### config.mk
export PLATFORM = sky130hd
export DESIGN_NAME = pckn_fifo
export DESIGN_NICKNAME = d
export VERILOG_FILES = /design/src/rtl/core/pckn_pkg.sv /design/src/rtl/core/pckn_fifo.sv
export SDC_FILE = /design/constraint.sdc
export NUM_CORES = 1
export LEC_CHECK = 0
export BUFFER_PORTS_ARGS = -buffer_cell sky130_fd_sc_hd__clkbuf_2
export CAP_MARGIN = 30
export CORE_MARGIN = 4
export CORE_UTILIZATION = 45
export CTS_CLUSTER_DIAMETER = 40
export CTS_CLUSTER_SIZE = 16
export DETAILED_ROUTE_END_ITERATION = 10
export MAX_ROUTING_LAYER = met4
export PLACE_DENSITY = 0.69
export SLEW_MARGIN = 10
export SYNTH_ARGS = -nofsm -noshare
export SYNTH_HDL_FRONTEND = slang
export SYNTH_SLANG_ARGS = --single-unit
export TNS_END_PERCENT = 30
### constraint.sdc
create_clock -name clock -period 2.6 [get_ports clock]
set_clock_uncertainty 0.1 [all_clocks]
set_input_delay 0.13 -clock clock [delete_from_list [all_inputs] [get_ports clock]]
set_output_delay 0.13 -clock clock [all_outputs]
set_load 0.01 [all_outputs]
### src/rtl/core/pckn_pkg.sv
// ----------------------------------------------------------------------------
// pckn_pkg
// Shared types and constants of the per-cell nearest-k insertion block.
// ----------------------------------------------------------------------------
package pckn_pkg;

   localparam int SLOTS_DEF      = 4;
   localparam int CELLS_DEF      = 65536;
   localparam int RANGE_BITS_DEF = 16;
   localparam int ID_BITS_DEF    = 8;
   localparam int QUEUE_DEPTH    = 4;
   localparam int CSR_DATA_BITS  = 13;
   localparam int ZY_BITS        = 19;
   localparam int IDX_BITS       = 32;

   typedef enum logic [2:0] {
      CSR_FULL_X        = 3'd0,
      CSR_FULL_Y        = 3'd1,
      CSR_FULL_Z        = 3'd2,
      CSR_WIN_START_X   = 3'd3,
      CSR_WIN_START_Y   = 3'd4,
      CSR_WIN_WIDTH     = 3'd5,
      CSR_WIN_HEIGHT    = 3'd6,
      CSR_SOURCE_NUMBER = 3'd7
   } csr_index_type;

   typedef enum logic [1:0] {
      CMD_INSERT  = 2'd0,
      CMD_READ    = 2'd1,
      CMD_RESTART = 2'd2
   } cmd_type;

   typedef enum logic [1:0] {
      OP_INSERT = 2'd0,
      OP_READ   = 2'd1,
      OP_FAULT  = 2'd2
   } op_type;

   typedef enum logic [1:0] {
      F_IDLE,
      F_MUL_ZY,
      F_MUL_X,
      F_PUSH
   } front_state_type;

   typedef enum logic [2:0] {
      B_CLEAR,
      B_IDLE,
      B_READ,
      B_CALC,
      B_FAULT
   } back_state_type;

   typedef struct packed {
      logic [1:0]  command;
      logic [15:0] range_in;
      logic [15:0] cell_index;
   } req_type;

   typedef struct packed {
      logic [2:0]  slot;
      logic [15:0] range_out;
      logic [7:0]  source_out;
      logic        inserted;
      logic        fault;
      logic        last;
   } rsp_type;

endpackage

### src/rtl/core/pckn_fifo.sv
// ----------------------------------------------------------------------------
// pckn_fifo
// Short queue of classified operations between the front and the back.
// ----------------------------------------------------------------------------
module pckn_fifo #(
   parameter int WIDTH = 8,
   parameter int DEPTH = pckn_pkg::QUEUE_DEPTH
) (
   input  logic             clock,
   input  logic             reset,
   input  logic             push,
   input  logic [WIDTH-1:0] din,
   output logic             full,
   input  logic             pop,
   output logic [WIDTH-1:0] dout,
   output logic             empty
);
   localparam int PTR_BITS = (DEPTH > 1) ? $clog2(DEPTH) : 1;
   localparam int CNT_BITS = $clog2(DEPTH + 1);

   logic [WIDTH-1:0]    data_ff [DEPTH];
   logic [PTR_BITS-1:0] wr_ptr_ff, wr_ptr_in, rd_ptr_ff, rd_ptr_in;
   logic [CNT_BITS-1:0] count_ff, count_in;
   logic                do_push, do_pop;

   assign full    = (count_ff == CNT_BITS'(DEPTH));
   assign empty   = (count_ff == '0);
   assign dout    = data_ff[rd_ptr_ff];
   assign do_push = push && !full;
   assign do_pop  = pop && !empty;

   always_comb begin
      wr_ptr_in = wr_ptr_ff;
      rd_ptr_in = rd_ptr_ff;
      count_in  = count_ff;
      if (do_push) begin
         wr_ptr_in = (wr_ptr_ff == PTR_BITS'(DEPTH - 1)) ? '0 : wr_ptr_ff + 1'b1;
      end
      if (do_pop) begin
         rd_ptr_in = (rd_ptr_ff == PTR_BITS'(DEPTH - 1)) ? '0 : rd_ptr_ff + 1'b1;
      end
      if (do_push && !do_pop) begin
         count_in = count_ff + 1'b1;
      end else if (do_pop && !do_push) begin
         count_in = count_ff - 1'b1;
      end
   end

   always_ff @(posedge clock) begin
      if (reset) begin
         wr_ptr_ff <= '0;
         rd_ptr_ff <= '0;
         count_ff  <= '0;
      end else begin
         wr_ptr_ff <= wr_ptr_in;
         rd_ptr_ff <= rd_ptr_in;
         count_ff  <= count_in;
      end
   end

   always_ff @(posedge clock) begin
      if (do_push) begin
         data_ff[wr_ptr_ff] <= din;
      end
   end

endmodule

==> impl_metrics.ini <==
[placed_design]
io_buffers = 21
dp_hpwl_mm = 1.757
gp_congestion = 0.8503

[synthesis]
yosys_warnings = 0
yosys-top-cells-area = edfxtp_1 58%, dfxtp_1 11%, mux4_2 11%
yosysTopAreaCellShare = 0.5840
synthesis.area_um2 = 1645
synth_top_area_cell = edfxtp_1
ys_seq_elements = 41
syn_inst = 92
ys_seq_area_frac = 0.6935
synth_cell_types = 26
synth.net_count = 111
avgSynthCellArea_um2 = 17.88

[power]
p_leak_nw = 0.7289
power_density_nw_per_um2 = 865.2
p_total_mw = 1.690
irDropWorstVdd_uv = 373.7

[outcome]
status = complete, no violations

[clocking]
clkLatencyLatePin_ns = 0.29
cts_root_buf = clkbuf_8
cts_buffer_depth = 2
cts_tree = yes
numCtsBuffers = 5
postCtsSetupBuffers = 0
h-tree-depth = 2
cts_sinks = 41
path_clk_slew_ns = 0.08

[die]
die_w_um = 68.47
core_area_um2 = 3442
rows = 21
io_pins = 22
fp.dieH_um = 68.47
initial_core_util = 0.4780
dieArea_um2 = 4687

[timing]
hold_violations = 0
hold_ws_ns = 0.02002
finalCriticalPeriod_ns = 2.361
setup_viol = 0
setup_tns_ns = 0
fin_crit_sh = 0.9080
rsz0062_at_grt = false
tightest_slew_ns = 0.5454
drv_slew = 0
max_freq_mhz = 423.6
max_slew_margin = 0.6359

[route]
dr.first_iter.drc_count = 67
first_pass_iters = 4
finalWirelength_mm = 2.519
via_per_inst = 5.129
routedWlPerCell_um = 14.73
drtAntennaViolNets = 0
drc_errors = 0
dr_total_vias = 877

[global_route]
grt_use_total = 0.1354
grt_pass1_wl_mm = 4.215
overflow = 0
grt_start_max_net_pins = 14
grt_pass1_vias = 895
antenna_found_initial = 0

[worst_setup_path]
critical_path_required_ns = 2.73
path_class = flop to flop
end_kind = flop
crit_fanout = 7
startpoint_type = flop
cp.arrival_ns = 2.49

[final_layout]
syn_to_final_growth_pct = 18.71
drive_gt1_frac = 0.3760
nets = 143
antenna_cells = 0

[hold_path]
hold_class = primary input to flop

[flow_run]
cap_viol_max_count = 0
## routing by layer
metal | share of wire | track usage | vias to the layer above
met1 | 0.41 | 0.1568 | 437
met2 | 0.52 | 0.2074 | 20
met3 | 0.046 | 0.03448 | 7
met5 | 0 | - | -
met4 | 0.026 | 0.08933 | 0
li1 | - | - | 413
## area by class of cell
| cell class | instances | area (µm²) |
|---|---|---|
| timing repair buffer | 29 | 185.2 |
| multi-input combinational | 42 | 459.2 |
| clock inverter | 3 | 17.52 |
| inverter | 5 | 23.77 |
| tap | 46 | 57.56 |
| clock buffer | 5 | 68.82 |
| fill | 269 | 1489 |
| sequential | 41 | 1141 |
## flip-flops by register name, summed over array words and instances (netlist names), named ones only
register and cells:
data_ff 32, count_ff 3, rd_ptr_ff 2, wr_ptr_ff 2
## power breakdown
group          leakage [nW]  switching, mW  internal, mW  total [mW]
sequential            0.367         0.0798         0.799       0.879
combinational         0.318          0.200         0.222       0.421
clock                0.0439          0.205         0.185       0.390
## what timing repair did
| item | in CTS | in global routing |
|---|---|---|
| hold buffers | 8 | 0 |
| setup endpoints to repair | 0 | 1 |
| hold endpoints to repair | 32 | 0 |
| gates resized for setup | 0 | 1 |
## placed cells by master (no fill, tap or decap)
master         Yosys  final
a21oi_1            3      3
and3_2             4      4
clkbuf_2           0     21
clkbuf_8           0      5
clkinv_2           0      2
clkinv_4           1      1
clkinvlp_4         0      1
dfxtp_1            9      9
dlygate4sd3_1      0      8
edfxtp_1          32     32
fa_1               1      1
ha_1               6      6
inv_1              4      4
mux2i_1            2      2
mux4_2             8      8
nand2_1            1      1
nand3_1            2      2
nor2_1             3      3
nor2_2             1      1
nor3_1             2      2
o21ai_0            1      1
o21ai_1            1      1
o31ai_2            2      2
or3_1              1      1
or3_2              1      1
or3b_4             0      1
xor2_1             2      2
## cells by family after synthesis
group | share of synthesized area
AO/OA/AOI/OAI | 0.03041
adder cells (fa/ha/maj) | 0.05779
multiplexers | 0.1217
buffers and inverters | 0.02889
AND/OR/NAND/NOR | 0.05704
flip-flops | 0.6935
XOR/XNOR | 0.01065
## synth_stat cells, drive strengths merged
master  count
a21oi       3
and3        4
buf         3
clkbuf      1
clkinv      1
dfxtp       9
edfxtp     32
fa          1
ha          6
inv         4
mux2i       2
mux4        8
nand2       1
nand3       2
nor2        4
nor3        2
o21ai       2
o31ai       2
or3         2
or3b        1
xor2        2
## metrics by stage
| step | cells | utilization | setup slack (ns) | instance area (µm²) |
|---|---|---|---|---|
| after CTS | 171 | 0.5667 | 0.1305 | 1951 |
| after global placement | 155 | 0.5184 | 0.2224 | 1784 |
| after floorplan | 92 | - | 0.3265 | 1645 |
| after global routing | 171 | 0.5674 | 0.05116 | 1953 |
| final | 171 | 0.5674 | 0.2393 | 1953 |
| after detailed placement | 155 | 0.5184 | 0.1406 | 1784 |
## final timing paths
check | from | endpoint | slack, ns | cells after the start
worst max-delay path | count_ff[0]$_SDFFE_PP0P_ | count_ff[2]$_SDFFE_PP0P_ | 0.24 | 9
worst min-delay path | reset | count_ff[2]$_SDFFE_PP0P_ | 0.02 | 2
worst max register to register | count_ff[0]$_SDFFE_PP0P_ | count_ff[2]$_SDFFE_PP0P_ | 0.24 | 9
worst min register to register | rd_ptr_ff[0]$_SDFFE_PP0P_ | flop | 0.43 | 2
## worst max-delay path: stages, from the launching register on
cell and delay (ns):
dfxtp_1 0.45, or3b_4 0.22, clkinv_4 0.06, nor2_2 0.13, ha_1 0.21, inv_1 0.06
fa_1 0.37, xor2_1 0.15, or3_2 0.40, a21oi_1 0.14
Note: power is estimated with default switching activity, not from simulation.
