==> src/rtl/core/pckn_pkg.sv <==
// ----------------------------------------------------------------------------
// pckn_pkg
// Shared types and constants of the per-cell nearest-k insertion block.
// ----------------------------------------------------------------------------
package pckn_pkg;

   localparam int SLOTS_DEF      = 4;
   localparam int CELLS_DEF      = 65536;
   localparam int RANGE_BITS_DEF = 16;
   localparam int ID_BITS_DEF    = 8;
   localparam int QUEUE_DEPTH    = 4;
   localparam int CSR_DATA_BITS  = 13;
   localparam int ZY_BITS        = 19;
   localparam int IDX_BITS       = 32;

   typedef enum logic [2:0] {
      CSR_FULL_X        = 3'd0,
      CSR_FULL_Y        = 3'd1,
      CSR_FULL_Z        = 3'd2,
      CSR_WIN_START_X   = 3'd3,
      CSR_WIN_START_Y   = 3'd4,
      CSR_WIN_WIDTH     = 3'd5,
      CSR_WIN_HEIGHT    = 3'd6,
      CSR_SOURCE_NUMBER = 3'd7
   } csr_index_type;

   typedef enum logic [1:0] {
      CMD_INSERT  = 2'd0,
      CMD_READ    = 2'd1,
      CMD_RESTART = 2'd2
   } cmd_type;

   typedef enum logic [1:0] {
      OP_INSERT = 2'd0,
      OP_READ   = 2'd1,
      OP_FAULT  = 2'd2
   } op_type;

   typedef enum logic [1:0] {
      F_IDLE,
      F_MUL_ZY,
      F_MUL_X,
      F_PUSH
   } front_state_type;

   typedef enum logic [2:0] {
      B_CLEAR,
      B_IDLE,
      B_READ,
      B_CALC,
      B_FAULT
   } back_state_type;

   typedef struct packed {
      logic [1:0]  command;
      logic [15:0] range_in;
      logic [15:0] cell_index;
   } req_type;

   typedef struct packed {
      logic [2:0]  slot;
      logic [15:0] range_out;
      logic [7:0]  source_out;
      logic        inserted;
      logic        fault;
      logic        last;
   } rsp_type;

endpackage

==> src/rtl/core/pckn_front.sv <==
// ----------------------------------------------------------------------------
// pckn_front
// Accepts requests, holds the configuration, walks the scan window, computes
// the cell address and classifies each non-restart request into a queue operation.
// ----------------------------------------------------------------------------
module pckn_front #(
   parameter int CELLS      = pckn_pkg::CELLS_DEF,
   parameter int RANGE_BITS = pckn_pkg::RANGE_BITS_DEF,
   parameter int ID_BITS    = pckn_pkg::ID_BITS_DEF,
   localparam int AW        = $clog2(CELLS)
) (
   input  logic                                 clock,
   input  logic                                 reset,
   input  logic                                 hold,
   input  logic                                 req_valid,
   output logic                                 req_ready,
   input  pckn_pkg::req_type                    req_data,
   input  logic                                 csr_valid,
   output logic                                 csr_ready,
   input  pckn_pkg::csr_index_type              csr_index,
   input  logic [pckn_pkg::CSR_DATA_BITS-1:0]   csr_data,
   output logic                                 q_push,
   input  logic                                 q_full,
   output pckn_pkg::op_type                     q_op,
   output logic [AW-1:0]                        q_addr,
   output logic [RANGE_BITS-1:0]                q_value,
   output logic [ID_BITS-1:0]                   q_id
);
   import pckn_pkg::*;

   localparam logic [IDX_BITS:0] CELLS_W = (IDX_BITS + 1)'(CELLS);

   logic [12:0] full_x_ff, full_y_ff, win_width_ff, win_height_ff;
   logic [6:0]  full_z_ff;
   logic [11:0] win_start_x_ff, win_start_y_ff;
   logic [7:0]  source_number_ff;

   front_state_type state_ff, state_in;
   logic [11:0] scan_x_ff, scan_x_in, scan_y_ff, scan_y_in;
   logic [5:0]  scan_z_ff, scan_z_in;
   logic        scan_done_ff, scan_done_in;
   logic [12:0] x_ff, x_in, y_ff, y_in;
   logic [5:0]  z_ff, z_in;
   logic [ZY_BITS-1:0]  zy_ff, zy_in, zy_prod;
   logic [IDX_BITS-1:0] idx_w;
   op_type              op_ff, op_in;
   logic [AW-1:0]       addr_ff, addr_in;
   logic [RANGE_BITS-1:0] value_ff, value_in;
   logic [ID_BITS-1:0]  id_ff, id_in;

   assign zy_prod   = ZY_BITS'(z_ff) * ZY_BITS'(full_y_ff);
   assign idx_w     = IDX_BITS'(zy_ff) * IDX_BITS'(full_x_ff) + IDX_BITS'(x_ff);
   assign req_ready = (state_ff == F_IDLE) && !hold;
   assign csr_ready = 1'b1;
   assign q_op      = op_ff;
   assign q_addr    = addr_ff;
   assign q_value   = value_ff;
   assign q_id      = id_ff;

   always_comb begin
      state_in     = state_ff;
      scan_x_in    = scan_x_ff;
      scan_y_in    = scan_y_ff;
      scan_z_in    = scan_z_ff;
      scan_done_in = scan_done_ff;
      x_in         = x_ff;
      y_in         = y_ff;
      z_in         = z_ff;
      zy_in        = zy_ff;
      op_in        = op_ff;
      addr_in      = addr_ff;
      value_in     = value_ff;
      id_in        = id_ff;
      q_push       = 1'b0;
      case (state_ff)
         F_IDLE: begin
            if (req_valid && req_ready) begin
               value_in = RANGE_BITS'(req_data.range_in);
               id_in    = ID_BITS'(source_number_ff);
               addr_in  = AW'(req_data.cell_index);
               case (req_data.command)
                  CMD_INSERT: begin
                     if (scan_done_ff) begin
                        op_in    = OP_FAULT;
                        state_in = F_PUSH;
                     end else begin
                        x_in     = 13'(win_start_x_ff) + 13'(scan_x_ff);
                        y_in     = 13'(win_start_y_ff) + 13'(scan_y_ff);
                        z_in     = scan_z_ff;
                        state_in = F_MUL_ZY;
                        // advance x, then y, then z
                        if ((13'(scan_x_ff) + 13'd1 >= win_width_ff) || (&scan_x_ff)) begin
                           scan_x_in = '0;
                           if ((13'(scan_y_ff) + 13'd1 >= win_height_ff) || (&scan_y_ff)) begin
                              scan_y_in = '0;
                              if ((7'(scan_z_ff) + 7'd1 >= full_z_ff) || (&scan_z_ff)) begin
                                 scan_z_in    = '0;
                                 scan_done_in = 1'b1;
                              end else begin
                                 scan_z_in = scan_z_ff + 6'd1;
                              end
                           end else begin
                              scan_y_in = scan_y_ff + 12'd1;
                           end
                        end else begin
                           scan_x_in = scan_x_ff + 12'd1;
                        end
                     end
                  end
                  CMD_READ: begin
                     op_in    = ((IDX_BITS + 1)'(req_data.cell_index) >= CELLS_W) ?
                                OP_FAULT : OP_READ;
                     state_in = F_PUSH;
                  end
                  CMD_RESTART: begin
                     scan_x_in    = '0;
                     scan_y_in    = '0;
                     scan_z_in    = '0;
                     scan_done_in = 1'b0;
                  end
                  default: begin
                     op_in    = OP_FAULT;
                     state_in = F_PUSH;
                  end
               endcase
            end
         end
         F_MUL_ZY: begin
            zy_in    = zy_prod + ZY_BITS'(y_ff);
            state_in = F_MUL_X;
         end
         F_MUL_X: begin
            addr_in  = AW'(idx_w);
            state_in = F_PUSH;
            if ((x_ff >= full_x_ff) || (y_ff >= full_y_ff) || ({1'b0, z_ff} >= full_z_ff) ||
                ({1'b0, idx_w} >= CELLS_W)) begin
               op_in = OP_FAULT;
            end else begin
               op_in = OP_INSERT;
            end
         end
         F_PUSH: begin
            q_push = !q_full;
            if (!q_full) begin
               state_in = F_IDLE;
            end
         end
         default: begin
            state_in = F_IDLE;
         end
      endcase
   end

   always_ff @(posedge clock) begin
      if (reset) begin
         state_ff         <= F_IDLE;
         scan_x_ff        <= '0;
         scan_y_ff        <= '0;
         scan_z_ff        <= '0;
         scan_done_ff     <= 1'b0;
         full_x_ff        <= 13'd256;
         full_y_ff        <= 13'd256;
         full_z_ff        <= 7'd1;
         win_start_x_ff   <= '0;
         win_start_y_ff   <= '0;
         win_width_ff     <= 13'd1;
         win_height_ff    <= 13'd1;
         source_number_ff <= 8'd1;
      end else begin
         state_ff     <= state_in;
         scan_x_ff    <= scan_x_in;
         scan_y_ff    <= scan_y_in;
         scan_z_ff    <= scan_z_in;
         scan_done_ff <= scan_done_in;
         if (csr_valid && csr_ready) begin
            case (csr_index)
               CSR_FULL_X:        full_x_ff        <= csr_data;
               CSR_FULL_Y:        full_y_ff        <= csr_data;
               CSR_FULL_Z:        full_z_ff        <= csr_data[6:0];
               CSR_WIN_START_X:   win_start_x_ff   <= csr_data[11:0];
               CSR_WIN_START_Y:   win_start_y_ff   <= csr_data[11:0];
               CSR_WIN_WIDTH:     win_width_ff     <= csr_data;
               CSR_WIN_HEIGHT:    win_height_ff    <= csr_data;
               CSR_SOURCE_NUMBER: source_number_ff <= csr_data[7:0];
               default: ;
            endcase
         end
      end
   end

   always_ff @(posedge clock) begin
      x_ff     <= x_in;
      y_ff     <= y_in;
      z_ff     <= z_in;
      zy_ff    <= zy_in;
      op_ff    <= op_in;
      addr_ff  <= addr_in;
      value_ff <= value_in;
      id_ff    <= id_in;
   end

endmodule

==> config.mk <==
export PLATFORM = sky130hd
export DESIGN_NAME = pckn_front
export DESIGN_NICKNAME = d
export VERILOG_FILES = /design/src/rtl/core/pckn_pkg.sv /design/src/rtl/core/pckn_front.sv
export SDC_FILE = /design/constraint.sdc
export NUM_CORES = 1
export LEC_CHECK = 0
export BUFFER_PORTS_ARGS = -buffer_cell sky130_fd_sc_hd__buf_2
export CAP_MARGIN = 20
export CORE_ASPECT_RATIO = 1.1
export CORE_UTILIZATION = 40
export DETAILED_ROUTE_END_ITERATION = 12
export GPL_TIMING_DRIVEN = 0
export PLACE_DENSITY = 0.56
export RECOVER_POWER = 25
export SYNTH_ARGS = -nofsm -noshare
export SYNTH_HDL_FRONTEND = slang
export SYNTH_SLANG_ARGS = --single-unit
==> constraint.sdc <==
create_clock -name clock -period 6 [get_ports clock]
set_input_delay 0.3 -clock clock [delete_from_list [all_inputs] [get_ports clock]]
set_output_delay 0.3 -clock clock [all_outputs]
set_load 0.05 [all_outputs]
==> impl_metrics.xml, run 1 <==
<?xml version="1.0" encoding="UTF-8"?>
<metrics>
  <group name="run_status">
    <metric name="status" unit="">finished with violations</metric>
    <metric name="violations_in_the_final_reports" unit="">negative setup slack</metric>
  </group>
  <group name="power_and_ir_drop">
    <metric name="power.density_cell_area" unit="nW/µm²">216.1</metric>
    <metric name="leakage" unit="nW">10.93</metric>
    <metric name="maximum_vdd_ir_drop" unit="µV">281.8</metric>
  </group>
  <group name="die">
    <metric name="die_h" unit="µm">246.9</metric>
    <metric name="die_width" unit="µm">224.7</metric>
    <metric name="die_area" unit="µm²">55470</metric>
    <metric name="placeableCoreArea" unit="µm²">53790</metric>
    <metric name="num_rows" unit="">89</metric>
    <metric name="pin_count" unit="">101</metric>
    <metric name="initial_core_util" unit="%">40.55</metric>
  </group>
  <group name="sta">
    <metric name="final.min_clock_period" unit="ns">6.715</metric>
    <metric name="final_critical_path_setup_slack" unit="ns">-0.7154</metric>
    <metric name="layout_worst_path_cycle_share" unit="%">111.9</metric>
    <metric name="finalHoldViolCount" unit="">0</metric>
    <metric name="rsz0062_at_grt" unit="">true</metric>
    <metric name="slew_violations" unit="">0</metric>
    <metric name="max_freq" unit="MHz">148.9</metric>
    <metric name="max_slew_margin" unit="%">29.53</metric>
    <metric name="timing.clock.skew" unit="ns">0.02305</metric>
    <metric name="timing_worst_slew_pin_value" unit="ns">1.057</metric>
    <metric name="setup_viol" unit="">2</metric>
  </group>
  <group name="drt">
    <metric name="drc" unit="">0</metric>
    <metric name="detail_route.iter0.violations" unit="">970</metric>
    <metric name="detail_route.first_pass.iterations" unit="">7</metric>
    <metric name="drt.antenna.violating_nets" unit="">0</metric>
    <metric name="ratio_of_routed_vias_to_standard_cells" unit="">5.147</metric>
    <metric name="wirelength" unit="µm">61510</metric>
    <metric name="dr_wl_cell" unit="µm">18.71</metric>
    <metric name="num_vias" unit="">16920</metric>
  </group>
  <group name="synth">
    <metric name="post_synth_edffs" unit="">93</metric>
    <metric name="syn_area" unit="µm²">21810</metric>
    <metric name="synth.lib_cells_used.distinct" unit="">80</metric>
    <metric name="yosys_most_used_dff" unit="">dfxtp_1</metric>
    <metric name="proportion_of_register_bits_with_asynchronous_set_or_reset_after_synthesis" unit="%">0</metric>
    <metric name="synth_nets" unit="">2944</metric>
    <metric name="post_synth_main_area_contributors" unit="">fa_1 (23%), ha_1 (13%), edfxtp_1 (13%)</metric>
    <metric name="yosysSeqAreaShare" unit="%">24.18</metric>
    <metric name="avgSynthCellArea" unit="µm²">9.088</metric>
    <metric name="yosys_warnings" unit="">0</metric>
    <metric name="post_synthesis_register_bit_count" unit="">217</metric>
    <metric name="syn-instance-count" unit="">2400</metric>
    <metric name="post-synth-top-area-fraction" unit="%">23.22</metric>
    <metric name="netlist.top_cell.by_area" unit="">fa_1</metric>
  </group>
  <group name="clock_network">
    <metric name="cts-root-to-sink-buffers" unit="">3</metric>
    <metric name="clock_tree_from_tritoncts" unit="">done</metric>
    <metric name="cts_buffers" unit="">25</metric>
    <metric name="clockRootBuffer" unit="">clkbuf_16</metric>
    <metric name="cts.clk_slew.worst_paths" unit="ns">0.06</metric>
    <metric name="clk_lat_worst_skew" unit="ns">0.56</metric>
    <metric name="cts.sinks" unit="">217</metric>
    <metric name="h-tree-depth" unit="">1</metric>
  </group>
  <group name="grt">
    <metric name="maximum_number_of_pins_on_one_net_before_global_route_repair" unit="">29</metric>
    <metric name="antenna_found_initial" unit="">0</metric>
    <metric name="globalRouteOverflowTotal" unit="">0</metric>
    <metric name="grt_pass1_vias" unit="">17780</metric>
    <metric name="first_pass_grt_wire_length" unit="µm">97240</metric>
    <metric name="grt.total_usage" unit="%">22.68</metric>
  </group>
  <group name="final_layout">
    <metric name="drive_above_1_share" unit="%">8.519</metric>
    <metric name="regArea" unit="µm²">5275</metric>
    <metric name="multi_input_area" unit="µm²">14990</metric>
    <metric name="flow.area_growth_from_synthesis" unit="%">12.18</metric>
    <metric name="final_nets" unit="">3084</metric>
    <metric name="mostFrequentLayoutCell" unit="">nand2_1</metric>
    <metric name="total_inserted_antenna_cells" unit="">0</metric>
    <metric name="final-instance-count-excl-fill" unit="">3287</metric>
    <metric name="fillers" unit="">5262</metric>
    <metric name="final_cell_mix" unit="">nand2_1 (452), inv_1 (327), fa_1 (249)</metric>
  </group>
  <group name="worst_hold_path">
    <metric name="class_of_the_tightest_hold_or_removal_check" unit="">in -&gt; reg</metric>
    <metric name="whs_path_depth" unit="">2</metric>
  </group>
  <group name="placed_design">
    <metric name="place.detailed.hpwl" unit="µm">48850</metric>
    <metric name="post-place-cells" unit="">3218</metric>
    <metric name="place.port_buffers" unit="">89</metric>
    <metric name="gp_routability_congestion" unit="">0.8786</metric>
    <metric name="place_worst_setup_slack" unit="ns">-1.222</metric>
  </group>
  <group name="worst_setup_path">
    <metric name="worst-r2r-cell-count" unit="">23</metric>
    <metric name="type_of_origin_of_the_critical_path" unit="">register</metric>
    <metric name="r2r_setup_slack" unit="ns">-0.72</metric>
    <metric name="timing.critical_path.to_type" unit="">register</metric>
    <metric name="worstPathMaxFanout" unit="">10</metric>
    <metric name="critical_path_arrival" unit="ns">7.00</metric>
    <metric name="crit_required" unit="ns">6.28</metric>
    <metric name="crit_type" unit="">reg -&gt; reg</metric>
  </group>
  <group name="run">
    <metric name="max_cap_violations" unit="">0</metric>
  </group>
</metrics>
power breakdown:
group / leakage, nW / switching, mW / internal [mW]
Sequential: 1.87 / 0.0786 / 1.68
Combinational: 8.68 / 1.32 / 0.747
Clock: 0.380 / 0.652 / 0.816
cell usage after synthesis (all sizes together), types with 6 or more instances:
master / number
and3: 20
o21a: 14
dfxtp: 124
nand2b: 12
buf: 11
a32o: 7
nor2b: 21
xor2: 22
ha: 235
nor3b: 11
mux2: 13
edfxtp: 93
a32oi: 13
fa: 253
inv: 328
o2111ai: 7
o21ai: 50
nor2: 88
nand3: 30
a21o: 33
a21oi: 160
and2: 126
or2: 6
a211oi: 9
nand2: 452
xnor2: 53
o211ai: 7
nand4: 13
nor3: 19
clkbuf: 99
path summary, 6_finish.rpt:
| kind | from | to |
|---|---|---|
| max | full_x_ff[7] | q_op[1] |
| min | req_data[1] | q_addr[1] |
| max reg2reg | full_x_ff[7] | q_op[1] |
| min reg2reg | source_number_ff[4] | q_id[4] |
metrics by stage:
stage | power (mW) | instance area [µm²] | utilization, % | hold WS [ns] | setup TNS (ns)
2_1_floorplan | 3.196 | 21990 | - | 0.3989 | -0.01220
3_3_place_gp | 3.766 | 23350 | 43.41 | 0.4134 | -1.747
3_5_place_dp | 3.792 | 23380 | 43.47 | 0.4176 | -1.976
4_1_cts | 5.303 | 24420 | 45.41 | 0.02437 | -0.8824
5_1_grt | 5.596 | 24470 | 45.49 | 0.03687 | -1.629
6_report | 5.287 | 24470 | 45.49 | 0.04803 | -0.8272
cell type report:
class / instances / share of cell area [%]
flip-flops and latches: 217 / 21.56
multi-input cells: 1745 / 61.26
clock buffers: 29 / 2.618
plain buffers: 109 / 2.470
well taps: 728 / 3.723
inverters: 328 / 5.032
repair buffers: 114 / 2.802
clock inverters: 17 / 0.5318
flip-flops by register name, indices dropped and copies added (netlist names):
signal,cells
full_y_ff,13
scan_y_ff,12
q_op,2
state_ff,2
y_ff,13
scan_done_ff,1
zy_ff,19
z_ff,6
win_height_ff,13
q_value,16
q_id,8
scan_z_ff,6
win_start_y_ff,12
source_number_ff,8
q_addr,16
scan_x_ff,12
full_x_ff,13
x_ff,13
win_width_ff,13
win_start_x_ff,12
full_z_ff,7
what timing repair did:
action,4_1_cts,5_1_grt
endpoints found under the setup margin,5,5
hold buffers,16,0
pin swaps,2,4
setup buffers,6,1
resized for setup,30,29
hold endpoints to repair,16,0
cell families (layout without fill, tap and decap cells):
kind of cell / after synthesis / in the layout / share of synthesized area (%)
buffers and inverters: 438 / 597 / 7.658
AOI/OAI and AO/OA: 350 / 350 / 10.31
adders and majority gates: 488 / 488 / 36.70
muxes: 18 / 18 / 0.9006
xor gates and xnor gates: 75 / 75 / 3.012
and+or+nand+nor: 813 / 813 / 17.22
other: 1 / 1 / 0.01719
DFF: 217 / 217 / 24.18
worst max-delay path, stage by stage, from the launching register on:
cell	delay, ns
dfxtp_1	0.42
clkbuf_4	0.33
nand2_1	0.11
fa_1	0.50
inv_1	0.06
fa_1	0.56
fa_1	0.45
fa_1	0.56
inv_1	0.05
fa_1	0.53
inv_1	0.06
ha_1	0.27
ha_1	0.28
buf_6	0.14
a21o_1	0.22
a21oi_2	0.16
nand2_1	0.09
or3_1	0.40
o211ai_1	0.30
nand2_1	0.17
a2111oi_4	0.29
o2111ai_1	0.18
nor4_2	0.20
a21oi_1	0.10
metal layers:
metal,wire [µm],vias to the layer above,share of wire (%),global-route usage (%)
met2,29800,446,48,39.16
met3,3318,114,5.4,3.612
met5,0,-,0,0
met1,26060,8280,42,28.56
met4,2322,0,3.8,8.103
li1,-,8077,-,-
(Power assumes the default switching activity.)
==> inputs of run 2 (changes only) <==
--- a/config.mk
+++ b/config.mk
@@ -11,7 +11,7 @@
 export CORE_UTILIZATION = 40
 export DETAILED_ROUTE_END_ITERATION = 12
 export GPL_TIMING_DRIVEN = 0
-export PLACE_DENSITY = 0.56
+export PLACE_DENSITY = 0.54
 export RECOVER_POWER = 25
 export SYNTH_ARGS = -nofsm -noshare
 export SYNTH_HDL_FRONTEND = slang
==> constraint.sdc (replaced) <==
create_clock -name clock -period 7.7 [get_ports clock]
set_input_delay 0.385 -clock clock [delete_from_list [all_inputs] [get_ports clock]]
set_output_delay 0.385 -clock clock [all_outputs]
set_load 0.05 [all_outputs]
==> run 2 against run 1 <==
Net effect:
- the run now ends clean
- core utilization down 0.47 points
- sequential power down 22%
- die area unchanged
- non-clock buffer count down 6
- worst hold slack better by 0.079 ns
- clock-buffer cell count up 10
- worst setup slack better by 1.0 ns
- sequential share of layout area up 0.23 points
- clock power down 20%
- critical path type unchanged
- critical endpoint unchanged
==> impl_metrics.xml, run 2 (synthesis gave the netlist of run 1 again) <==
<?xml version="1.0" encoding="UTF-8"?>
<metrics>
  <group name="worst_setup_path">
    <metric name="worstPathMaxFanout" unit="">10</metric>
    <metric name="crit_chain" unit="">clkdlybuf4s15_1 -&gt; nand2_1 -&gt; fa_1 -&gt; inv_1 -&gt; fa_1 -&gt; fa_1 -&gt; fa_1 -&gt; inv_1 -&gt; fa_1 -&gt; inv_1 -&gt; ha_1 -&gt; ha_1 -&gt; buf_2 -&gt; a21o_1 -&gt; a21oi_1 -&gt; nand2_1 -&gt; or3_1 -&gt; o21ai_1 -&gt; mux2_2 -&gt; a2111oi_2 -&gt; o2111ai_1 -&gt; nor4_2 -&gt; a21oi_1</metric>
    <metric name="timing.critical_path.to_type" unit="">register</metric>
    <metric name="type_of_origin_of_the_critical_path" unit="">register</metric>
    <metric name="critPathSlowestCell" unit="">clkdlybuf4s15_1</metric>
    <metric name="critical-path-top-cell-by-count" unit="">fa_1</metric>
    <metric name="max_stage_delay" unit="ns">0.69</metric>
    <metric name="crit_required" unit="ns">7.99</metric>
    <metric name="crit_type" unit="">reg -&gt; reg</metric>
    <metric name="critical_path_arrival" unit="ns">7.67</metric>
  </group>
  <group name="die">
    <metric name="die_area" unit="µm²">55470</metric>
    <metric name="num_rows" unit="">89</metric>
    <metric name="die_width" unit="µm">224.7</metric>
    <metric name="initial_core_util" unit="%">40.55</metric>
    <metric name="die_h" unit="µm">246.9</metric>
    <metric name="placeableCoreArea" unit="µm²">53790</metric>
    <metric name="pin_count" unit="">101</metric>
  </group>
  <group name="power_and_ir_drop">
    <metric name="leakage" unit="nW">10.85</metric>
    <metric name="power.total" unit="mW">4.061</metric>
    <metric name="power.density_cell_area" unit="nW/µm²">167.7</metric>
    <metric name="maximum_vdd_ir_drop" unit="µV">243.1</metric>
  </group>
  <group name="final_layout">
    <metric name="mostFrequentLayoutCell" unit="">nand2_1</metric>
    <metric name="largest_register_ff_count" unit="">19</metric>
    <metric name="final-instance-count-excl-fill" unit="">3281</metric>
    <metric name="registers.top_by_ff_count" unit="">zy_ff</metric>
    <metric name="flow.area_growth_from_synthesis" unit="%">11.01</metric>
    <metric name="fillers" unit="">5295</metric>
    <metric name="total_inserted_antenna_cells" unit="">0</metric>
    <metric name="post-route-cell-area" unit="µm²">24210</metric>
    <metric name="drive_above_1_share" unit="%">7.325</metric>
    <metric name="final_cell_mix" unit="">nand2_1 (452), inv_1 (328), fa_1 (253)</metric>
    <metric name="final_nets" unit="">3078</metric>
  </group>
  <group name="sta">
    <metric name="layout_worst_path_cycle_share" unit="%">95.84</metric>
    <metric name="setup_viol" unit="">0</metric>
    <metric name="timing.hold.ws" unit="ns">0.1266</metric>
    <metric name="final.min_clock_period" unit="ns">7.380</metric>
    <metric name="slew_violations" unit="">0</metric>
    <metric name="max_slew_margin" unit="%">29.66</metric>
    <metric name="max_freq" unit="MHz">135.5</metric>
    <metric name="timing_worst_slew_pin_value" unit="ns">1.055</metric>
    <metric name="timing.clock.skew" unit="ns">0.03109</metric>
    <metric name="rsz0062_at_grt" unit="">false</metric>
    <metric name="finalHoldViolCount" unit="">0</metric>
  </group>
  <group name="clock_network">
    <metric name="cts.sinks" unit="">217</metric>
    <metric name="cts.repair_timing.setup_buffer_count" unit="">0</metric>
    <metric name="h-tree-depth" unit="">1</metric>
    <metric name="clk_lat_worst_skew" unit="ns">0.56</metric>
    <metric name="cts_buffers" unit="">25</metric>
    <metric name="cts.clk_slew.worst_paths" unit="ns">0.06</metric>
    <metric name="clock_tree_from_tritoncts" unit="">done</metric>
    <metric name="clockRootBuffer" unit="">clkbuf_16</metric>
    <metric name="cts-root-to-sink-buffers" unit="">3</metric>
  </group>
  <group name="drt">
    <metric name="drc" unit="">0</metric>
    <metric name="wirelength" unit="µm">61680</metric>
    <metric name="num_vias" unit="">16970</metric>
    <metric name="dr_wl_cell" unit="µm">18.80</metric>
    <metric name="detail_route.first_pass.iterations" unit="">5</metric>
    <metric name="ratio_of_routed_vias_to_standard_cells" unit="">5.171</metric>
    <metric name="detail_route.iter0.violations" unit="">940</metric>
    <metric name="drt.antenna.violating_nets" unit="">0</metric>
  </group>
  <group name="grt">
    <metric name="maximum_number_of_pins_on_one_net_before_global_route_repair" unit="">29</metric>
    <metric name="first_pass_grt_wire_length" unit="µm">97700</metric>
    <metric name="globalRouteOverflowTotal" unit="">0</metric>
    <metric name="grt_pass1_vias" unit="">17540</metric>
    <metric name="grt.total_usage" unit="%">22.69</metric>
    <metric name="antenna_found_initial" unit="">0</metric>
  </group>
  <group name="placed_design">
    <metric name="place.port_buffers" unit="">89</metric>
    <metric name="placed_inst_area" unit="µm²">23200</metric>
    <metric name="post-place-cells" unit="">3218</metric>
    <metric name="gp_routability_congestion" unit="">0.8779</metric>
    <metric name="place.detailed.hpwl" unit="µm">49350</metric>
  </group>
  <group name="worst_hold_path">
    <metric name="class_of_the_tightest_hold_or_removal_check" unit="">in -&gt; reg</metric>
  </group>
  <group name="run_status">
    <metric name="status" unit="">completed</metric>
  </group>
  <group name="run">
    <metric name="max_cap_violations" unit="">0</metric>
  </group>
</metrics>
[run 2: worst paths after layout]
check / from / to / slack (ns) / cells after the start
setup / recovery: full_x_ff[7] / q_op[1] / 0.32 / 23
hold / removal: req_data[6] / q_addr[6] / 0.13 / 2
setup reg to reg: full_x_ff[7] / q_op[1] / 0.32 / 23
hold reg to reg: source_number_ff[4] / q_id[4] / 0.43 / 0
[run 2: through the flow]
step	util, %	TNS [ns]	setup WS (ns)
3_3_place_gp	43.08	-0.3679	-0.3679
6_report	45.02	0	0.3205
5_1_grt	45.02	0	0.06607
2_1_floorplan	-	0	1.171
3_5_place_dp	43.13	-0.4064	-0.4064
4_1_cts	44.92	0	0.1575
[run 2: critical path: cells and delay by family (launching register included)]
kind / cells / cell delay, ns
buffers and inverters: 5 / 1.02
DFF: 1 / 0.40
muxes: 1 / 0.36
adders and majority gates: 7 / 3.18
and+or+nand+nor: 4 / 0.95
AOI/OAI and AO/OA: 6 / 1.19
[run 2: final cells by class]
type	instances	area (µm²)	share of cell area (%)
multi-input cells	1745	14870	61.42
clock buffers	39	723.2	2.987
repair buffers	107	658.1	2.718
flip-flops and latches	217	5275	21.78
well taps	728	910.9	3.762
inverters	328	1231	5.084
clock inverters	7	78.83	0.3255
plain buffers	110	464.2	1.917
[run 2: power by group]
group          switching, mW  internal, mW  total, mW
combinational           1.00         0.521       1.52
sequential            0.0629          1.31       1.37
clock                  0.484         0.683       1.17
[run 2: per-layer routing]
metal  GRT usage [%]  part of all wire [%]  up-vias  wire length [µm]
met5               0                     0        -                 0
met4           5.782                   2.2        0              1350
met3           1.675                   4.0       66              2480
met2           40.34                    50      393             30920
met1           29.74                    44     8455             26930
li1                -                     -     8051                 -
[run 2: timing repair]
item | 4_1_cts | 5_1_grt
gates resized for setup | 2 | 30
hold buffers | 16 | 0
hold endpoints to repair | 16 | 0
setup endpoints to repair | 1 | 1
==> inputs of run 3 (changes only) <==
--- a/config.mk
+++ b/config.mk
@@ -5,13 +5,16 @@
 export SDC_FILE = /design/constraint.sdc
 export NUM_CORES = 1
 export LEC_CHECK = 0
+export ABC_AREA = 1
 export BUFFER_PORTS_ARGS = -buffer_cell sky130_fd_sc_hd__buf_2
 export CAP_MARGIN = 20
+export CELL_PAD_IN_SITES_DETAIL_PLACEMENT = 0
+export CELL_PAD_IN_SITES_GLOBAL_PLACEMENT = 2
 export CORE_ASPECT_RATIO = 1.1
-export CORE_UTILIZATION = 40
+export CORE_UTILIZATION = 39
 export DETAILED_ROUTE_END_ITERATION = 12
 export GPL_TIMING_DRIVEN = 0
-export PLACE_DENSITY = 0.54
+export PLACE_DENSITY = 0.81
 export RECOVER_POWER = 25
 export SYNTH_ARGS = -nofsm -noshare
 export SYNTH_HDL_FRONTEND = slang
==> run 3 against run 2 <==
Net effect:
- clock-buffer cell count is 3 lower
- global-route usage up 0.27 points
- synthesized cell count grew 20%
==> impl_metrics.xml, run 3 <==
<?xml version="1.0" encoding="UTF-8"?>
<metrics>
  <group name="run">
    <metric name="max_cap_violations" unit="">0</metric>
  </group>
  <group name="final_layout">
    <metric name="flow.area_growth_from_synthesis" unit="%">11.08</metric>
    <metric name="mostFrequentLayoutCell" unit="">nand2_1</metric>
    <metric name="final_nets" unit="">3570</metric>
    <metric name="largest_register_ff_count" unit="">19</metric>
    <metric name="total_inserted_antenna_cells" unit="">0</metric>
    <metric name="drive_above_1_share" unit="%">5.286</metric>
    <metric name="final_cell_mix" unit="">nand2_1 (717), inv_1 (617), fa_1 (253)</metric>
    <metric name="registers.top_by_ff_count" unit="">zy_ff</metric>
    <metric name="fillers" unit="">5868</metric>
  </group>
  <group name="power_and_ir_drop">
    <metric name="power.density_cell_area" unit="nW/µm²">226.7</metric>
    <metric name="maximum_vdd_ir_drop" unit="µV">231.6</metric>
    <metric name="power_frac_seq" unit="%">25.6</metric>
    <metric name="power.total" unit="mW">5.695</metric>
    <metric name="clkPwrFrac" unit="%">22.5</metric>
    <metric name="swShare" unit="%">45.97</metric>
    <metric name="combinationalPowerShare" unit="%">51.9</metric>
    <metric name="leakage" unit="nW">13.36</metric>
    <metric name="power.internal" unit="mW">3.077</metric>
    <metric name="total_switching_power" unit="mW">2.618</metric>
  </group>
  <group name="grt">
    <metric name="antenna_found_initial" unit="">2</metric>
    <metric name="globalRouteOverflowTotal" unit="">0</metric>
    <metric name="grt.total_usage" unit="%">22.96</metric>
    <metric name="first_pass_grt_wire_length" unit="µm">104200</metric>
    <metric name="maximum_number_of_pins_on_one_net_before_global_route_repair" unit="">33</metric>
    <metric name="grt_pass1_vias" unit="">18880</metric>
  </group>
  <group name="worst_setup_path">
    <metric name="timing.critical_path.to_type" unit="">register</metric>
    <metric name="r2r_setup_slack" unit="ns">0.59</metric>
    <metric name="worstPathMaxFanout" unit="">10</metric>
    <metric name="timing.rr.start" unit="">full_x_ff[8]</metric>
    <metric name="type_of_origin_of_the_critical_path" unit="">register</metric>
    <metric name="critical-path-top-delay-family" unit="">adder cells</metric>
    <metric name="worst-r2r-cell-count" unit="">28</metric>
    <metric name="max_stage_delay" unit="ns">0.68</metric>
    <metric name="critical-path-top-cell-by-count" unit="">nand2_1</metric>
    <metric name="crit_type" unit="">reg -&gt; reg</metric>
    <metric name="critical_path_arrival" unit="ns">7.39</metric>
    <metric name="rr_endpoint" unit="">q_op[1]</metric>
    <metric name="crit_required" unit="ns">7.98</metric>
    <metric name="crit_buf_inv" unit="">6</metric>
    <metric name="critPathSlowestCell" unit="">clkdlybuf4s15_1</metric>
  </group>
  <group name="clock_network">
    <metric name="cts.repair_timing.setup_buffer_count" unit="">0</metric>
    <metric name="cts.clk_slew.worst_paths" unit="ns">0.07</metric>
    <metric name="cts-root-to-sink-buffers" unit="">3</metric>
    <metric name="cts_buffers" unit="">26</metric>
    <metric name="clock_tree_from_tritoncts" unit="">done</metric>
    <metric name="clk_lat_worst_skew" unit="ns">0.55</metric>
    <metric name="clockRootBuffer" unit="">clkbuf_16</metric>
    <metric name="cts.sinks" unit="">217</metric>
    <metric name="h-tree-depth" unit="">1</metric>
  </group>
  <group name="sta">
    <metric name="setup_viol" unit="">0</metric>
    <metric name="final.min_clock_period" unit="ns">7.109</metric>
    <metric name="layout_worst_path_cycle_share" unit="%">92.32</metric>
    <metric name="max_freq" unit="MHz">140.7</metric>
    <metric name="slew_violations" unit="">0</metric>
    <metric name="tns" unit="ns">0</metric>
    <metric name="timing_worst_slew_pin_value" unit="ns">0.9484</metric>
    <metric name="max_slew_margin" unit="%">36.62</metric>
    <metric name="timing.clock.skew" unit="ns">0.01111</metric>
    <metric name="rsz0062_at_grt" unit="">false</metric>
    <metric name="finalHoldViolCount" unit="">0</metric>
  </group>
  <group name="synth">
    <metric name="synth.lib_cells_used.distinct" unit="">48</metric>
    <metric name="post_synth_edffs" unit="">93</metric>
    <metric name="synth.most_common_cell" unit="">nand2_1</metric>
    <metric name="syn-instance-count" unit="">2883</metric>
    <metric name="commonest_cells_in_the_netlist" unit="">nand2_1 (717), inv_1 (617), fa_1 (253)</metric>
    <metric name="post_synth_main_area_contributors" unit="">fa_1 (22%), ha_1 (13%), edfxtp_1 (12%)</metric>
    <metric name="yosysSeqAreaShare" unit="%">23.32</metric>
    <metric name="netlist.top_cell.by_area" unit="">fa_1</metric>
    <metric name="post-synth-top-area-fraction" unit="%">22.39</metric>
    <metric name="post_synthesis_register_bit_count" unit="">217</metric>
    <metric name="yosys_warnings" unit="">0</metric>
    <metric name="synth_nets" unit="">3427</metric>
    <metric name="yosys_most_used_dff" unit="">dfxtp_1</metric>
    <metric name="proportion_of_register_bits_with_asynchronous_set_or_reset_after_synthesis" unit="%">0</metric>
    <metric name="avgSynthCellArea" unit="µm²">7.845</metric>
    <metric name="syn_area" unit="µm²">22620</metric>
  </group>
  <group name="die">
    <metric name="initial_core_util" unit="%">39.46</metric>
    <metric name="pin_count" unit="">101</metric>
    <metric name="die_width" unit="µm">231.6</metric>
    <metric name="placeableCoreArea" unit="µm²">57330</metric>
    <metric name="num_rows" unit="">92</metric>
    <metric name="die_area" unit="µm²">58960</metric>
    <metric name="die_h" unit="µm">254.6</metric>
  </group>
  <group name="worst_hold_path">
    <metric name="whs_endpoint" unit="">q_addr[15]</metric>
    <metric name="whs_path_depth" unit="">3</metric>
    <metric name="class_of_the_tightest_hold_or_removal_check" unit="">in -&gt; reg</metric>
    <metric name="hp-start" unit="">req_data[15]</metric>
  </group>
  <group name="drt">
    <metric name="drt.antenna.violating_nets" unit="">0</metric>
    <metric name="drc" unit="">0</metric>
    <metric name="ratio_of_routed_vias_to_standard_cells" unit="">4.837</metric>
    <metric name="num_vias" unit="">18370</metric>
    <metric name="dr_wl_cell" unit="µm">17.50</metric>
    <metric name="detail_route.iter0.violations" unit="">919</metric>
    <metric name="wirelength" unit="µm">66470</metric>
    <metric name="detail_route.first_pass.iterations" unit="">6</metric>
  </group>
  <group name="placed_design">
    <metric name="place.port_buffers" unit="">98</metric>
    <metric name="place.detailed.hpwl" unit="µm">54840</metric>
    <metric name="gp_routability_congestion" unit="">0.8738</metric>
  </group>
  <group name="run_status">
    <metric name="status" unit="">completed</metric>
  </group>
</metrics>
[run 3: worst reg2reg max path, delay by kind of cell, from the launching register on]
kind                       cells  cell delay, ns
adders and majority gates      7            3.36
and+or+nand+nor               15            1.78
buffers and inverters          6            1.35
DFF                            1            0.33
[run 3: metal layers]
metal	global-route usage [%]	up-vias	routed length (µm)
li1	-	9166	-
met1	27.83	8701	28040
met2	41.98	403	33240
met3	2.728	98	2927
met4	7.575	2	2245
met5	0	-	13
[run 3: cell families after synthesis]
| family | count (synthesis) | synth area share (%) |
|---|---|---|
| buffers and inverters | 707 | 11.83 |
| and+or+nand+nor | 1066 | 18.96 |
| DFF | 217 | 23.32 |
| adders and majority gates | 488 | 35.39 |
| xor gates and xnor gates | 65 | 2.517 |
| AOI/OAI and AO/OA | 339 | 7.960 |
| other | 1 | 0.01658 |
[run 3: cell type report]
class	instances	area [µm²]	area share [%]
Buffer	88	357.8	1.424
Clock buffer	36	770.7	3.068
Clock inverter	12	115.1	0.4582
Timing Repair Buffer	115	661.9	2.634
Tap cell	752	940.9	3.745
Inverter	619	2325	9.253
Sequential cell	217	5275	21.00
Multi-Input combinational cell	1959	14680	58.42
[run 3: stage by stage]
step | std cells | area (µm²) | hold WS (ns) | utilization, % | worst slack, ns
6_report | 3798 | 25120 | 0.1171 | 43.83 | 0.5912
5_1_grt | 3798 | 25120 | 0.1139 | 43.83 | 0.1196
4_1_cts | 3798 | 25120 | 0.08483 | 43.82 | 0.1828
3_5_place_dp | 3734 | 24080 | 0.4174 | 42.00 | 0.1939
3_3_place_gp | 3733 | 24050 | 0.4113 | 41.95 | 0.2626
2_1_floorplan | 2883 | 22620 | 0.4030 | - | 2.063
[run 3: power groups by stage]
stage | Clock [mW] | Sequential (mW) | Combinational, mW
after floorplan | 0 | 1.60 | 1.94
after global placement | 0 | 1.48 | 2.97
after detailed placement | 0 | 1.48 | 3.01
after CTS | 1.31 | 1.46 | 3.02
after global routing | 1.35 | 1.47 | 3.36
final | 1.28 | 1.46 | 2.95
[run 3: worst max path at each step]
| stage | from | to | cells after the start |
|---|---|---|---|
| 6_report | full_x_ff[8] | q_op[1] | 28 |
| 5_1_grt | full_x_ff[8] | q_op[1] | 28 |
| 4_1_cts | full_x_ff[8] | q_op[1] | 28 |
| 3_5_place_dp | full_x_ff[8] | q_op[1] | 28 |
| 3_3_place_gp | full_x_ff[8] | q_op[1] | 28 |
| 2_1_floorplan | full_x_ff[8] | q_op[1] | 27 |
[run 3: timing repair]
action / 4_1_cts / 5_1_grt
setup endpoints to repair: 0 / 1
hold endpoints to repair: 16 / 0
hold buffers: 16 / 0
resized for setup: 0 / 4
